`src/hdl/uwdf_ram.sv`:
```
// Generic single write port, single read port RAM with registered read.
// No dependencies.
module uwdf_ram #(
  parameter int WIDTH = 8,
  parameter int DEPTH = 256
) (
  input  logic                     clk_i,
  input  logic                     we_i,
  input  logic [$clog2(DEPTH)-1:0] waddr_i,
  input  logic [WIDTH-1:0]         wdata_i,
  input  logic [$clog2(DEPTH)-1:0] raddr_i,
  output logic [WIDTH-1:0]         rdata_o
);

  logic [WIDTH-1:0] mem [DEPTH];

  always_ff @(posedge clk_i) begin
    if (we_i) begin
      mem[waddr_i] <= wdata_i;
    end
    rdata_o <= mem[raddr_i];
  end

endmodule

```
`config.mk`:
```
export PLATFORM = sky130hd
export DESIGN_NAME = uwdf_ram
export DESIGN_NICKNAME = d
export VERILOG_FILES = /design/src/hdl/uwdf_ram.sv
export SDC_FILE = /design/constraint.sdc
export NUM_CORES = 2
export LEC_CHECK = 0
export ABC_CLOCK_PERIOD_IN_PS = 6090
export BUFFER_PORTS_ARGS = -buffer_cell sky130_fd_sc_hd__buf_2
export CORE_MARGIN = 1
export CORE_UTILIZATION = 29
export DETAILED_ROUTE_END_ITERATION = 6
export REMOVE_ABC_BUFFERS = 1
export SYNTH_ARGS = -nofsm -noshare
export SYNTH_HDL_FRONTEND = slang
export SYNTH_SLANG_ARGS = --single-unit
```
`constraint.sdc`:
```
create_clock -name clk_i -period 6.09 [get_ports clk_i]
set_input_delay 0.3045 -clock clk_i [delete_from_list [all_inputs] [get_ports clk_i]]
set_output_delay 0.3045 -clock clk_i [all_outputs]
set_load 0.03 [all_outputs]
```
==> reports/results.ini <==
[status]
status = completed

[grt]
grtUsageTotal_pct = 14.1
grt_overflow_total = 0
grt_pass1_wl_um = 285000
grt_pass1_vias = 39000
grt_max_degree = 172
antenna_found_initial = 16

[power_and_ir_drop]
power.net_switching_w = 0.00625
total_power_w = 0.0291
comb_power_share_pct = 4.8
cellInternalPower_w = 0.0228
ir_drop_uv = 236
p_seq_share_pct = 53.8
power_density_nw_per_um2 = 322
clockPowerShare_pct = 41.4
switching_share_pct = 21.5
p_leak_nw = 27.0

[critical_path]
crit_fanout = 72
critPathKind = input pin to flop
endpoint_kind = flop
cp-start-kind = input pin
cpPeakStageDelay_ps = 1140
required_ps = 6770
critPathBufInv = 2
crit_arrival_ps = 3950
cpMostUsedCell = a21oi_1
crit_family = simple AND/OR/NAND/NOR gates
path_cells = buf_8 > buf_12 > nand3b_1 > o221ai_1 > a21oi_1 > a21oi_1 > nor4_1 > nor4_2
crit_slowest_cell = nor4_1

[yosys]
yosysUniqueCellTypes = 55
async_flop_share_pct = 0
yosysSeqAreaShare_pct = 77.5
synth_cells = 3733
synth_warnings = 0
synth_seq_cells = 2056
syn_area_um2 = 79600
synth-edff-count = 2048
synth_top_flop_cell = edfxtp_1
postSynthAreaPerCell_um2 = 21.3

[cts]
clkSlewWorstSetupHoldPaths_ps = 60
insertion_delay_ps = 840
clock-root-buffer = clkbuf_16
cts_sinks = 2056
cts_resized = 0
cts_buffer_depth = 3
numCtsBuffers = 200
htree_levels = 4
tritoncts = done

[timing]
period_needed_ps = 3270
hold_viol_final = 0
timing.max_slew.rel_slack_pct = 8.83
rsz0062_at_grt = no
slew_viol_final = 0
setup_violations = 0
setup_tns_ps = 0
fmax_mhz = 306
worstMarginPinSlew_ps = 1360
fin_crit_sh_pct = 53.7
fin_skew_ps = 53.1

[final_layout]
drive_gt1_share_pct = 21.8
seqCellArea_um2 = 61700
layout_commonest_cell = edfxtp_1
layout_common_cells = edfxtp_1, mux4_2, nor2_1, clkbuf_16, mux2i_1
final_cells = 7570
layout.nets = 3852
multi_input_area_um2 = 16500
area_delta_synth_final_pct = 13.3
final_area_um2 = 90100
fillers = 25200
fin_util_pct = 33.2

[placed_design]
dpl_cell_area_um2 = 83700
place_congestion = 0.828
io_buffers = 33
dp_cells = 7186
dp_hpwl_um = 119000

[floorplan]
io_pins = 34
row_count = 191
core-area_um2 = 272000
die_area_um2 = 276000
initial_core_util_pct = 29.3
die_h_um = 526
die_w_um = 526

[routing]
drt_wl_total_um = 198000
first_pass_iters = 6
drt.antenna.violating_nets = 0
vias_per_cell = 5.05
vias = 38200
drc_errors = 0
post_drt_wl_per_cell_um = 26.2
drtIter0Drc = 4226

[run]
cap_violations = 0

[hold_path]
hp-class = input pin to flop

[registers in the layout, indices dropped and copies added, names as in the netlist]
signal and cells:
mem 2048, rdata_o 8
[through the flow]
| step | hold WS (ps) | setup WS (ps) |
|---|---|---|
| 3_3_place_gp | 807 | 1740 |
| 4_1_cts | 132 | 2740 |
| 6_report | 186 | 2820 |
| 5_1_grt | 195 | 2690 |
| 2_1_floorplan | 403 | 3380 |
| 3_5_place_dp | 817 | 1840 |
[synthesized netlist by cell type (all sizes together) (2+ instances only)]
| cell type | count | share of area [%] |
|---|---|---|
| edfxtp | 2048 | 77 |
| mux4 | 456 | 13 |
| nor2 | 282 | 1.3 |
| mux2i | 134 | 1.7 |
| a22oi | 133 | 1.3 |
| buf | 122 | 1.3 |
| clkbuf | 111 | 0.52 |
| a21oi | 96 | 0.60 |
| o221ai | 47 | 0.53 |
| nand3 | 34 | 0.21 |
| nand2 | 33 | 0.16 |
| nor2b | 31 | 0.24 |
| o22ai | 28 | 0.22 |
| nor4 | 27 | 0.24 |
| nor3 | 22 | 0.14 |
| a211oi | 16 | 0.15 |
| a221oi | 14 | 0.16 |
| o21ai | 12 | 0.075 |
| nand4 | 10 | 0.079 |
| o211ai | 10 | 0.094 |
| a22o | 8 | 0.088 |
| dfxtp | 8 | 0.20 |
| nand2b | 8 | 0.063 |
| and2 | 6 | 0.047 |
| a2111oi | 5 | 0.066 |
| o22a | 5 | 0.055 |
| o32ai | 5 | 0.064 |
| or2 | 4 | 0.031 |
| a311oi | 2 | 0.022 |
| a31oi | 2 | 0.016 |
| and3b | 2 | 0.022 |
| nand3b | 2 | 0.019 |
[power by group through the flow]
stage	registers [W]	clock network [W]	logic, W
after global placement	0.0159	0	0.00139
after CTS	0.0156	0.0122	0.00142
final	0.0156	0.0120	0.00140
after floorplan	0.0159	0	0.000547
after detailed placement	0.0159	0	0.00141
after global routing	0.0156	0.0127	0.00147
[logic make-up (layout without fill, tap and decap cells)]
group	Yosys count	count (layout)	synth area share (%)
compound gates	385	385	3.42
buf+inv	235	495	1.83
flops	2056	2056	77.5
mux	591	591	14.6
other cells	0	7	0
simple gates	466	466	2.63
[worst paths after layout]
kind / from / slack [ps] / endpoint / cells past startpoint
setup reg to reg: mem[66][0] / 3100 / rdata_o[0] / 6
hold / removal: waddr_i[2] / 190 / mem[220][2] / 3
setup / recovery: raddr_i[1] / 2820 / rdata_o[6] / 8
hold reg to reg: mem[40][3] / 1030 / rdata_o[3] / 6
[layout make-up]
cell class / count / area share [%]
flip-flops and latches: 2056 / 68.4
clock inverters: 119 / 1.20
multi-input cells: 1442 / 18.3
inverters: 2 / 0.00833
clock buffers: 250 / 5.82
well taps: 3570 / 4.96
diodes: 7 / 0.0194
repair buffers: 124 / 1.29
[worst register-to-register path, cell delays in order, from the launching register on]
cell and delay (ps):
edfxtp_1 370, mux4_2 510, mux4_2 550, nor2b_1 200
nor4_1 860, buf_4 290, nor4_2 60
[routing by layer]
| layer | wire [um] | global-route usage (%) | up-vias |
|---|---|---|---|
| met5 | 70 | 0 | - |
| met2 | 97800 | 23.5 | 1431 |
| met3 | 13400 | 2.60 | 327 |
| met1 | 81600 | 18.6 | 20500 |
| li1 | - | - | 15900 |
| met4 | 5600 | 4.39 | 6 |
[repair_timing]
item / 4_1_cts / 5_1_grt
hold buffers: 8 / 0
endpoints found under the hold margin: 198 / 0
setup buffers: 0 / 0
Note: power is estimated with default switching activity, not from simulation.
